===== src/sv/lcdns_pkg.sv =====
// ----------------------------------------------------------------------------
// lcdns_pkg
// Types, register indexes and constants shared by the character LCD nibble
// write sequencer.
// ----------------------------------------------------------------------------
package lcdns_pkg;

	// Request codes carried by an input item
	typedef enum logic [1:0] {
		OP_TICK = 2'd0,
		OP_INIT = 2'd1,
		OP_CMD  = 2'd2,
		OP_DATA = 2'd3
	} op_t;

	// Sequencer phases
	typedef enum logic [2:0] {
		PH_IDLE  = 3'd0,
		PH_POWER = 3'd1,
		PH_SETUP = 3'd2,
		PH_PULSE = 3'd3,
		PH_GAP   = 3'd4,
		PH_EXTRA = 3'd5
	} phase_t;

	// Configuration register indexes
	localparam int CFG_INDEX_W = 3;
	localparam int CFG_DATA_W  = 24;
	localparam logic [CFG_INDEX_W-1:0] CFG_PULSE      = 3'd0;
	localparam logic [CFG_INDEX_W-1:0] CFG_CMD_GAP    = 3'd1;
	localparam logic [CFG_INDEX_W-1:0] CFG_DATA_GAP   = 3'd2;
	localparam logic [CFG_INDEX_W-1:0] CFG_POWER_UP   = 3'd3;
	localparam logic [CFG_INDEX_W-1:0] CFG_INIT_STEP  = 3'd4;
	localparam logic [CFG_INDEX_W-1:0] CFG_SHORT      = 3'd5;
	localparam logic [CFG_INDEX_W-1:0] CFG_CLEAR      = 3'd6;

	// Register reset values
	localparam logic [15:0] PULSE_RST     = 16'd25;
	localparam logic [23:0] CMD_GAP_RST   = 24'd1000;
	localparam logic [23:0] DATA_GAP_RST  = 24'd10000000;
	localparam logic [23:0] POWER_UP_RST  = 24'd3200;
	localparam logic [23:0] INIT_STEP_RST = 24'd30000;
	localparam logic [23:0] SHORT_RST     = 24'd800;
	localparam logic [23:0] CLEAR_RST     = 24'd10000;

	// Init step numbering: wake nibbles, then the command list
	localparam logic [3:0] STEP_WAKE_FIRST = 4'd1;
	localparam logic [3:0] STEP_WAKE_LAST  = 4'd4;
	localparam logic [3:0] STEP_CMD_FIRST  = 4'd5;
	localparam logic [3:0] STEP_CMD_LAST   = 4'd9;
	localparam logic [3:0] STEP_FUNC_SET   = 4'd5;
	localparam logic [3:0] STEP_CLEAR      = 4'd8;

	localparam logic [3:0] NIB_WAKE  = 4'h3;
	localparam logic [3:0] NIB_4BIT  = 4'h2;

	typedef struct packed {
		op_t        op;
		logic [7:0] byte_value;
	} item_t;

	typedef struct packed {
		logic [3:0] bus_nibble;
		logic       register_select;
		logic       enable_line;
		logic       busy_res;
		logic       rejected;
	} result_t;

	typedef struct packed {
		logic [15:0] pulse_ticks;
		logic [23:0] command_gap_ticks;
		logic [23:0] data_gap_ticks;
		logic [23:0] power_up_ticks;
		logic [23:0] init_step_ticks;
		logic [23:0] short_ticks;
		logic [23:0] clear_ticks;
	} cfg_t;

	typedef struct packed {
		logic       en;
		logic       rs;
		logic [3:0] data;
	} pins_t;

	typedef struct packed {
		phase_t      phase;
		logic [23:0] wait_counter;
		logic [7:0]  pending_byte;
		logic [3:0]  init_index;
		logic        low_nibble_next;
		logic        select_latch;
		pins_t       pins;
	} state_t;

	// Init command list, addressed by init step
	function automatic logic [7:0] init_cmd(input logic [3:0] step);
		logic [7:0] cmd;
		unique case (step)
			4'd5:    cmd = 8'h28;
			4'd6:    cmd = 8'h0C;
			4'd7:    cmd = 8'h06;
			4'd8:    cmd = 8'h01;
			4'd9:    cmd = 8'h80;
			default: cmd = 8'h00;
		endcase
		return cmd;
	endfunction

endpackage


===== src/sv/char_lcd_nibble_write_sequencer.sv =====
// ----------------------------------------------------------------------------
// char_lcd_nibble_write_sequencer
// Character LCD write sequencer for a 4-bit bus: init sequence, command and
// data bytes sent as two nibbles with an enable strobe, timed by tick items.
// ----------------------------------------------------------------------------
//  channel | direction | handshake             | payload
//  --------+-----------+-----------------------+--------------------------------
//  item    | in        | item_valid/item_stall | op, byte_value
//  result  | out       | result_valid/stall    | bus_nibble, register_select,
//          |           |                       | enable_line, busy_res, rejected
//  cfg     | in        | cfg_valid/cfg_ready   | cfg_index, cfg_data
//
//  An item is taken into an input register, worked against the sequencer
//  state and written to the result register, one item per cycle sustained
//  while result_stall is low. The input register keeps taking items while
//  a result waits; result_stall backs up into item_stall only when both
//  registers are full. Reset clears the sequencer to idle with all pins low
//  and loads the timing registers with their defaults. cfg_ready is always
//  high.
// ----------------------------------------------------------------------------
module char_lcd_nibble_write_sequencer (
	input  logic                              clk,
	input  logic                              arst_n,
	input  logic                              item_valid,
	output logic                              item_stall,
	input  lcdns_pkg::item_t                  item,
	output logic                              result_valid,
	input  logic                              result_stall,
	output lcdns_pkg::result_t                result,
	input  logic                              cfg_valid,
	output logic                              cfg_ready,
	input  logic [lcdns_pkg::CFG_INDEX_W-1:0] cfg_index,
	input  logic [lcdns_pkg::CFG_DATA_W-1:0]  cfg_data
);

	lcdns_pkg::cfg_t    regs;
	lcdns_pkg::item_t   item_s1;
	logic               valid_s1;
	lcdns_pkg::state_t  st_q;
	lcdns_pkg::state_t  st_next;
	lcdns_pkg::result_t res_next;
	lcdns_pkg::result_t result_q;
	logic               result_valid_q;
	logic               advance;
	logic               take;

	lcdns_cfg u_cfg (
		.clk       (clk),
		.arst_n    (arst_n),
		.cfg_valid (cfg_valid),
		.cfg_index (cfg_index),
		.cfg_data  (cfg_data),
		.regs      (regs)
	);

	lcdns_step u_step (
		.st      (st_q),
		.item    (item_s1),
		.regs    (regs),
		.st_next (st_next),
		.res     (res_next)
	);

	// Move the held item on when the result register is free or draining
	assign advance    = valid_s1 && (!result_valid_q || !result_stall);
	assign item_stall = valid_s1 && !advance;
	assign take       = item_valid && !item_stall;
	assign cfg_ready  = 1'b1;

	// Input register
	always_ff @(posedge clk or negedge arst_n) begin
		if (!arst_n) begin
			valid_s1 <= 1'b0;
		end else if (take) begin
			valid_s1 <= 1'b1;
		end else if (advance) begin
			valid_s1 <= 1'b0;
		end
	end

	always_ff @(posedge clk) begin
		if (take) begin
			item_s1 <= item;
		end
	end

	// Sequencer state
	always_ff @(posedge clk or negedge arst_n) begin
		if (!arst_n) begin
			st_q.phase           <= lcdns_pkg::PH_IDLE;
			st_q.wait_counter    <= 24'd0;
			st_q.pending_byte    <= 8'd0;
			st_q.init_index      <= 4'd0;
			st_q.low_nibble_next <= 1'b0;
			st_q.select_latch    <= 1'b0;
			st_q.pins            <= '0;
		end else if (advance) begin
			st_q <= st_next;
		end
	end

	// Result register: load on advance, drop once transferred
	always_ff @(posedge clk or negedge arst_n) begin
		if (!arst_n) begin
			result_valid_q <= 1'b0;
		end else if (advance) begin
			result_valid_q <= 1'b1;
		end else if (!result_stall) begin
			result_valid_q <= 1'b0;
		end
	end

	always_ff @(posedge clk) begin
		if (advance) begin
			result_q <= res_next;
		end
	end

	assign result_valid = result_valid_q;
	assign result       = result_q;

endmodule


===== src/sv/lcdns_cfg.sv =====
// ----------------------------------------------------------------------------
// lcdns_cfg
// Timing register file, written one register per transfer.
// ----------------------------------------------------------------------------
module lcdns_cfg (
	input  logic                                clk,
	input  logic                                arst_n,
	input  logic                                cfg_valid,
	input  logic [lcdns_pkg::CFG_INDEX_W-1:0]   cfg_index,
	input  logic [lcdns_pkg::CFG_DATA_W-1:0]    cfg_data,
	output lcdns_pkg::cfg_t                     regs
);

	lcdns_pkg::cfg_t regs_q;

	// Write the addressed register; unknown indexes drop the transfer
	always_ff @(posedge clk or negedge arst_n) begin
		if (!arst_n) begin
			regs_q.pulse_ticks       <= lcdns_pkg::PULSE_RST;
			regs_q.command_gap_ticks <= lcdns_pkg::CMD_GAP_RST;
			regs_q.data_gap_ticks    <= lcdns_pkg::DATA_GAP_RST;
			regs_q.power_up_ticks    <= lcdns_pkg::POWER_UP_RST;
			regs_q.init_step_ticks   <= lcdns_pkg::INIT_STEP_RST;
			regs_q.short_ticks       <= lcdns_pkg::SHORT_RST;
			regs_q.clear_ticks       <= lcdns_pkg::CLEAR_RST;
		end else if (cfg_valid) begin
			unique case (cfg_index)
				lcdns_pkg::CFG_PULSE:     regs_q.pulse_ticks       <= cfg_data[15:0];
				lcdns_pkg::CFG_CMD_GAP:   regs_q.command_gap_ticks <= cfg_data;
				lcdns_pkg::CFG_DATA_GAP:  regs_q.data_gap_ticks    <= cfg_data;
				lcdns_pkg::CFG_POWER_UP:  regs_q.power_up_ticks    <= cfg_data;
				lcdns_pkg::CFG_INIT_STEP: regs_q.init_step_ticks   <= cfg_data;
				lcdns_pkg::CFG_SHORT:     regs_q.short_ticks       <= cfg_data;
				lcdns_pkg::CFG_CLEAR:     regs_q.clear_ticks       <= cfg_data;
				default: ;
			endcase
		end
	end

	assign regs = regs_q;

endmodule


===== src/sv/lcdns_step.sv =====
// ----------------------------------------------------------------------------
// lcdns_step
// Next-state and result logic for one item: start a request from idle, or
// tick the wait counter and run through any phases whose wait ends in it.
// ----------------------------------------------------------------------------
module lcdns_step (
	input  lcdns_pkg::state_t  st,
	input  lcdns_pkg::item_t   item,
	input  lcdns_pkg::cfg_t    regs,
	output lcdns_pkg::state_t  st_next,
	output lcdns_pkg::result_t res
);

	logic rej;

	// Put one nibble on the bus with EN low
	function automatic lcdns_pkg::state_t begin_nibble(input lcdns_pkg::state_t s,
			input logic [3:0] nib);
		lcdns_pkg::state_t r;
		r = s;
		r.pins.data    = nib;
		r.pins.rs      = s.select_latch;
		r.pins.en      = 1'b0;
		r.phase        = lcdns_pkg::PH_SETUP;
		r.wait_counter = 24'd1;
		return r;
	endfunction

	// Latch a byte and start its high nibble
	function automatic lcdns_pkg::state_t begin_byte(input lcdns_pkg::state_t s,
			input logic [7:0] b);
		lcdns_pkg::state_t r;
		r = s;
		r.pending_byte    = b;
		r.low_nibble_next = 1'b0;
		return begin_nibble(r, b[7:4]);
	endfunction

	function automatic lcdns_pkg::state_t go_idle(input lcdns_pkg::state_t s);
		lcdns_pkg::state_t r;
		r = s;
		r.phase        = lcdns_pkg::PH_IDLE;
		r.wait_counter = 24'd0;
		r.init_index   = 4'd0;
		return r;
	endfunction

	// Extra wait done: advance the init step
	function automatic lcdns_pkg::state_t extra_done(input lcdns_pkg::state_t s);
		lcdns_pkg::state_t r;
		logic [3:0] step;
		r = s;
		step = s.init_index + 4'd1;
		r.init_index = step;
		if (step >= lcdns_pkg::STEP_WAKE_FIRST && step <= lcdns_pkg::STEP_WAKE_LAST) begin
			r = begin_nibble(r, (step == lcdns_pkg::STEP_WAKE_LAST) ?
				lcdns_pkg::NIB_4BIT : lcdns_pkg::NIB_WAKE);
		end else if (step >= lcdns_pkg::STEP_CMD_FIRST && step <= lcdns_pkg::STEP_CMD_LAST) begin
			r = begin_byte(r, lcdns_pkg::init_cmd(step));
		end else begin
			r = go_idle(r);
		end
		return r;
	endfunction

	// Byte gap done: init commands get their own extra wait
	function automatic lcdns_pkg::state_t gap_done(input lcdns_pkg::state_t s,
			input lcdns_pkg::cfg_t c);
		lcdns_pkg::state_t r;
		logic [23:0] extra;
		r = s;
		if (s.init_index == lcdns_pkg::STEP_FUNC_SET) begin
			extra = c.init_step_ticks;
		end else if (s.init_index == lcdns_pkg::STEP_CLEAR) begin
			extra = c.clear_ticks;
		end else begin
			extra = c.short_ticks;
		end
		if (s.init_index >= lcdns_pkg::STEP_CMD_FIRST &&
				s.init_index <= lcdns_pkg::STEP_CMD_LAST) begin
			r.phase        = lcdns_pkg::PH_EXTRA;
			r.wait_counter = extra;
			if (extra == 24'd0) begin
				r = extra_done(r);
			end
		end else begin
			r = go_idle(r);
		end
		return r;
	endfunction

	// Enable pulse done: wake nibbles wait, bytes go on to low nibble or gap
	function automatic lcdns_pkg::state_t pulse_done(input lcdns_pkg::state_t s,
			input lcdns_pkg::cfg_t c);
		lcdns_pkg::state_t r;
		logic [23:0] gap;
		r = s;
		r.pins.en = 1'b0;
		gap = s.select_latch ? c.data_gap_ticks : c.command_gap_ticks;
		if (s.init_index >= lcdns_pkg::STEP_WAKE_FIRST &&
				s.init_index <= lcdns_pkg::STEP_WAKE_LAST) begin
			r.phase        = lcdns_pkg::PH_EXTRA;
			r.wait_counter = c.init_step_ticks;
			if (c.init_step_ticks == 24'd0) begin
				r = extra_done(r);
			end
		end else if (!s.low_nibble_next) begin
			r.low_nibble_next = 1'b1;
			r = begin_nibble(r, s.pending_byte[3:0]);
		end else begin
			r.phase        = lcdns_pkg::PH_GAP;
			r.wait_counter = gap;
			if (gap == 24'd0) begin
				r = gap_done(r, c);
			end
		end
		return r;
	endfunction

	// Power-up wait done: first wake nibble
	function automatic lcdns_pkg::state_t power_done(input lcdns_pkg::state_t s);
		lcdns_pkg::state_t r;
		r = s;
		r.init_index      = lcdns_pkg::STEP_WAKE_FIRST;
		r.select_latch    = 1'b0;
		r.low_nibble_next = 1'b0;
		return begin_nibble(r, lcdns_pkg::NIB_WAKE);
	endfunction

	// Next state
	always_comb begin
		st_next = st;
		rej     = 1'b0;
		if (st.phase == lcdns_pkg::PH_IDLE) begin
			unique case (item.op)
				lcdns_pkg::OP_INIT: begin
					st_next.pins            = '0;
					st_next.select_latch    = 1'b0;
					st_next.low_nibble_next = 1'b0;
					st_next.init_index      = 4'd0;
					st_next.phase           = lcdns_pkg::PH_POWER;
					st_next.wait_counter    = regs.power_up_ticks;
					if (regs.power_up_ticks == 24'd0) begin
						st_next = power_done(st_next);
					end
				end
				lcdns_pkg::OP_CMD, lcdns_pkg::OP_DATA: begin
					st_next.init_index   = 4'd0;
					st_next.select_latch = (item.op == lcdns_pkg::OP_DATA);
					st_next = begin_byte(st_next, item.byte_value);
				end
				default: ;
			endcase
		end else begin
			rej = (item.op != lcdns_pkg::OP_TICK);
			if (st.wait_counter != 24'd0) begin
				st_next.wait_counter = st.wait_counter - 24'd1;
			end
			if (st_next.wait_counter == 24'd0) begin
				unique case (st.phase)
					lcdns_pkg::PH_POWER: st_next = power_done(st_next);
					lcdns_pkg::PH_SETUP: begin
						st_next.pins.en      = 1'b1;
						st_next.phase        = lcdns_pkg::PH_PULSE;
						st_next.wait_counter = (regs.pulse_ticks == 16'd0) ? 24'd1 :
							{8'd0, regs.pulse_ticks};
					end
					lcdns_pkg::PH_PULSE: st_next = pulse_done(st_next, regs);
					lcdns_pkg::PH_GAP:   st_next = gap_done(st_next, regs);
					lcdns_pkg::PH_EXTRA: st_next = extra_done(st_next);
					default: begin
						st_next.phase        = lcdns_pkg::PH_IDLE;
						st_next.wait_counter = 24'd0;
					end
				endcase
			end
		end
	end

	// Result: pins and status after this item
	always_comb begin
		res.bus_nibble      = st_next.pins.data;
		res.register_select = st_next.pins.rs;
		res.enable_line     = st_next.pins.en;
		res.busy_res        = (st_next.phase != lcdns_pkg::PH_IDLE);
		res.rejected        = rej;
	end

endmodule


===== config.mk =====
export PLATFORM = sky130hd
export DESIGN_NAME = char_lcd_nibble_write_sequencer
export DESIGN_NICKNAME = d
export VERILOG_FILES = /design/src/sv/lcdns_pkg.sv /design/src/sv/char_lcd_nibble_write_sequencer.sv /design/src/sv/lcdns_cfg.sv /design/src/sv/lcdns_step.sv
export SDC_FILE = /design/constraint.sdc
export NUM_CORES = 1
export LEC_CHECK = 0
export BUFFER_PORTS_ARGS = -buffer_cell sky130_fd_sc_hd__clkbuf_2
export CAP_MARGIN = 20
export CORE_MARGIN = 2
export CORE_UTILIZATION = 34
export CTS_CLUSTER_SIZE = 25
export DETAILED_ROUTE_END_ITERATION = 12
export PLACE_DENSITY = 0.45
export SETUP_SLACK_MARGIN = 0.02
export SLEW_MARGIN = 20
export SYNTH_ARGS = -nofsm -noshare
export SYNTH_HDL_FRONTEND = slang
export SYNTH_HIERARCHICAL = 1
export SYNTH_SLANG_ARGS = --single-unit

===== constraint.sdc =====
create_clock -name clk -period 5.3 [get_ports clk]
set_clock_uncertainty 0.2 [all_clocks]
set_input_delay 0.53 -clock clk [delete_from_list [all_inputs] [get_ports clk]]
set_output_delay 0.53 -clock clk [all_outputs]
set_load 0.01 [all_outputs]

# Yosys cells after proc, flatten, opt, wreduce, memory -nomap -nowiden
# Index checks and enable logic that the tools add are counted.
# Widths: inputs -> output; s select.
word_totals:
  out_inout_bits: 11
  reg_bits: 227
  inputBits: 42
op_classes:
  eq_ne: 41
  n_addsub: 2
  magnitude_cmp: 8
  reduce_logical: 42
  n_mux: 43
op_table:
  columns: ["cell", "n"]
  rows:
  - ["$mux 47", 13]
  - ["$mux 24", 14]
  - ["$mux 46", 4]
  - ["$logic_not 24->1", 6]
  - ["$pmux 27 s5", 1]
  - ["$pmux 47 s2", 1]
  - ["$pmux 14 s4", 1]
  - ["$pmux 8 s5", 1]
  - ["$reduce_bool 24->1", 1]
  - ["$sub 24x1->24 const B", 1]
  - ["$eq 4x3->1 const B", 5]
  - ["$pmux 5 s4", 1]
  - ["$reduce_and 9->1", 2]
  - ["$logic_not 16->1", 1]
  - ["$mux 16", 1]
  - ["$ne 4x3->1 const B", 4]
  - ["$reduce_and 2->1", 8]
  - ["$eq 3x3->1 const B", 5]
  - ["$reduce_and 15->1", 1]
  - ["$eq 3x2->1 const B", 4]
  - ["$eq 4x4->1 const B", 3]
  - ["$ne 4x1->1 const B", 3]
  - ["$ne 3x1->1 const B", 3]
  - ["$ge 4x1->1 const B", 2]
  - ["other kinds (25)", 50]

# Logic depth before layout (Yosys ltp)
logic_depth:
  ltp_word: 19
  depth_mapped: 18
  depth_no_buf: 12

# By module
# The synthesis kept the hierarchy.
modules_own_cells:
  columns: ["mod", "instances", "seq_area_each_um2", "area_each_um2", "cells_per_inst"]
  rows:
  - ["lcdns_cfg", 1, 4047.6, 6143.4, 347]
  - ["lcdns_step", 1, 0.0, 5684.2, 946]
  - ["char_lcd_nibble_write_sequencer", 1, 1766.7, 2484.9, 127]

# Least setup slack after synthesis
# OpenSTA, ideal clock, no wires.
synth_path:
  path_kind: "register to register"
  start: "reg st_q[8] in the netlist's numbering"
  end: "reg st_q[0] in the netlist's numbering"
  t_required_ns: 4.975
  n_path_buf: 5
  arrival_time_ns: 4.134
  setup_time_ns: 0.125
  slack_ns: 0.841
  path_stages_with_launch: 18
  cell_sequence: "dfrtp_1 > buf_1 > inv_1 > ha_1 > clkbuf_1 > nor2b_1 > clkbuf_1 > and3_1 > a211o_1 > nor4b_1 > a41oi_1 > clkbuf_1 > and3_1 > a221o_1 > a2bb2oi_1 > o211ai_1 > buf_4 > mux2_2"
synth_rtl:
  columns: ["item", "line", "text"]
  rows:
  - ["start: declaration", "char_lcd_nibble_write_sequencer.sv:39", "lcdns_pkg::state_t st_q;"]
  - ["start signal: assignment", "char_lcd_nibble_write_sequencer.sv:98", "st_q <= st_next;"]

==> flow_summary_export.csv <==
group,metric,value,unit
status,outcome,"finished, final reports clean",
sta,slew_headroom,30.3,%
routing,postRouteAntennaNets,0,
sta,slew_viol_final,0,
clock_tree,numCtsBuffers,28,
routing,dr.pass1.iters,5,
routing,via_per_inst,5.99,
worst_setup_path,endpoint_kind,"register",
worst_setup_path,crit_arrival,5330,ps
die,die_w,207,um
worst_setup_path,crit_buf_inv,1,
yosys,syn_nets,1427,
sta,setup_tns,0,ps
sta,fmax,196,MHz
power_and_ir_drop,ir_worst_vdd,0.276,mV
place,post-dp-hpwl,36000,um
clock_tree,clkTransAtPathRegs,70,ps
worst_hold_path,worstHoldEndpoint,"result_valid$_DFFE_PN0P_",
routing,finalWirelength,50300,um
place,dp_cells,1894,
flow_run,cap_violations,0,
die,die_area,0.0427,mm2
place,port_buffers,51,
clock_tree,clockBufferDepth,3,
finish,area_growth_syn_to_layout,13.1,%
sta,fin_crit_sh,96.2,%
worst_setup_path,worst_r2r_path_depth,12,
global_route,antenna_found_initial,0,
sta,finalCriticalPeriod,5100,ps
clock_tree,clk_latency,600,ps
die,coreArea,0.0406,mm2
worst_setup_path,reg2reg_slack,200,ps
global_route,track_usage,23.6,%
clock_tree,postCtsSetupBuffers,0,
worst_hold_path,holdPathStages,2,
die,row_count,74,
worst_setup_path,start_kind,"register",
finish,drive_above_1_share,29.0,%
worst_setup_path,cpMostUsedCell,"a222oi_1",
worst_setup_path,r2r_start,"st_q[9]$_DFFE_PN0P_",
worst_setup_path,r2r_end,"st_q[35]$_DFFE_PN0P_",
worst_hold_path,hp-class,"in2reg",
worst_hold_path,hp-start,"result_stall",
die,initial_core_util,34.4,%
die,dieHeight,207,um
finish,fin_cells,1959,
worst_setup_path,crit_slowest_cell,"a222oi_1",
power_and_ir_drop,power,7.36,mW
sta,setup_viol,0,
global_route,grt_pass1_vias,11100,
routing,wl_per_cell,25.7,um
power_and_ir_drop,p_per_area,466,mW/mm2
sta,tightestPinTransition,1040,ps
clock_tree,cts_tree,"yes",
clock_tree,root_buffer,"clkbuf_16",
yosys,ys_warn_count,6,
worst_setup_path,crit_fanout,21,
finish,filler_cell_count,4058,
place,placed_area,0.0147,mm2
global_route,grt_pass1_wl,75400,um
clock_tree,htreeDepth,1,
worst_setup_path,cp_top_family,"compound AO/OA/AOI/OAI gates",
routing,first_iter_violations,1182,
global_route,grt.overflow.total,0,
place,place.gp.congestion,0.899,
finish,finalNetCount,1454,
yosys,syn_area_per_cell,10.1,um2
yosys,netlist_instances,1377,
routing,vias,11700,
routing,post-route-drc-count,0,
global_route,grt_start_max_net_pins,97,
yosys,syn_area,0.0140,mm2
sta,fin_hold_ws,59.2,ps
sta,rsz0062_at_grt,"false",
worst_setup_path,crit_path_max_incr_delay,630,ps
worst_setup_path,cp.required,5540,ps
clock_tree,clock-sinks,223,
worst_setup_path,crit_type,"reg2reg",
finish,fin_area,0.0158,mm2
sta,hold_viol,0,
die,io_pins,53,
power_and_ir_drop,p_leak,6.32,nW
worst_setup_path,crit_chain,"inv_1, ha_1, nand2_1, a211o_1, a222oi_1, and4_1, a31o_2, nand2_2, a222oi_1, o221a_2, a21oi_1, mux2_4",
## sequential cells by signal (all words and copies together) (netlist names)
register,cells
st_q,43
u_cfg/regs,160
item_s1,10
valid_s1,1
result_valid,1
result,8
## layer usage
| metal | up-vias | global-route usage (%) | part of all wire (%) |
|---|---|---|---|
| met1 | 5974 | 34.9 | 47 |
| met3 | 73 | 2.51 | 5.8 |
| li1 | 5247 | - | - |
| met5 | - | 0 | 0 |
| met4 | 0 | 5.99 | 2.7 |
| met2 | 440 | 36.9 | 45 |
## how the worst max path moves through the flow
stage / startpoint / to / slack [ps] / depth (start not counted)
2_1_floorplan: st_q[8]$_DFFE_PN0P_ / st_q[11]$_DFFE_PN0P_ / 920 / 16
3_3_place_gp: st_q[9]$_DFFE_PN0P_ / st_q[35]$_DFFE_PN0P_ / -230 / 12
3_5_place_dp: st_q[9]$_DFFE_PN0P_ / st_q[35]$_DFFE_PN0P_ / -160 / 12
4_1_cts: st_q[9]$_DFFE_PN0P_ / st_q[35]$_DFFE_PN0P_ / 100 / 12
5_1_grt: st_q[9]$_DFFE_PN0P_ / st_q[35]$_DFFE_PN0P_ / 30 / 12
6_report: st_q[9]$_DFFE_PN0P_ / st_q[35]$_DFFE_PN0P_ / 200 / 12
## repair_timing
| action | in CTS | in global routing |
|---|---|---|
| hold buffers | 12 | 0 |
| gates resized for setup | 1 | 1 |
| hold endpoints to repair | 88 | 0 |
| pin swaps | 1 | 0 |
| setup endpoints to repair | 5 | 2 |
## cell usage in the layout, fill, tap and decap left out, drive strengths merged, types with 11 or more instances in the layout
master	n
mux2	211
dfrtp	170
nand2	113
clkbuf	92
nor2	91
a21oi	58
buf	53
o21ai	53
dfstp	35
nand3	34
nor3	34
nor4	34
a221oi	31
nor2b	22
and3	22
a31oi	21
a211oi	21
edfxtp	18
mux2i	18
a22oi	15
inv	14
a21o	14
o211ai	14
xnor2	13
dlygate4sd3	12
and2	12
o22ai	11
a221o	11
clkinv	11
## report_power, final
part,switching [mW],internal (mW)
logic,1.52,1.19
clock network,0.801,1.08
registers,0.571,2.20
total,2.89,4.47
## stage by stage
step           worst slack (ps)  utilization (%)
2_1_floorplan               917                -
3_3_place_gp               -226             36.3
3_5_place_dp               -164             36.3
4_1_cts                    96.0             38.8
5_1_grt                    32.4             38.8
6_report                    203             38.8
## final cells by class
class / instances / area, um2 / share of cell area [%]
Clock inverter: 10 / 81.3 / 0.515
Clock buffer: 42 / 823 / 5.22
Tap cell: 532 / 666 / 4.22
Antenna cell: 1 / 2.50 / 0.0159
Sequential cell: 223 / 5720 / 36.2
Timing Repair Buffer: 115 / 788 / 4.99
Inverter: 15 / 56.3 / 0.357
Multi-Input combinational cell: 1021 / 7650 / 48.5
Power figures use the tool's default switching activity.
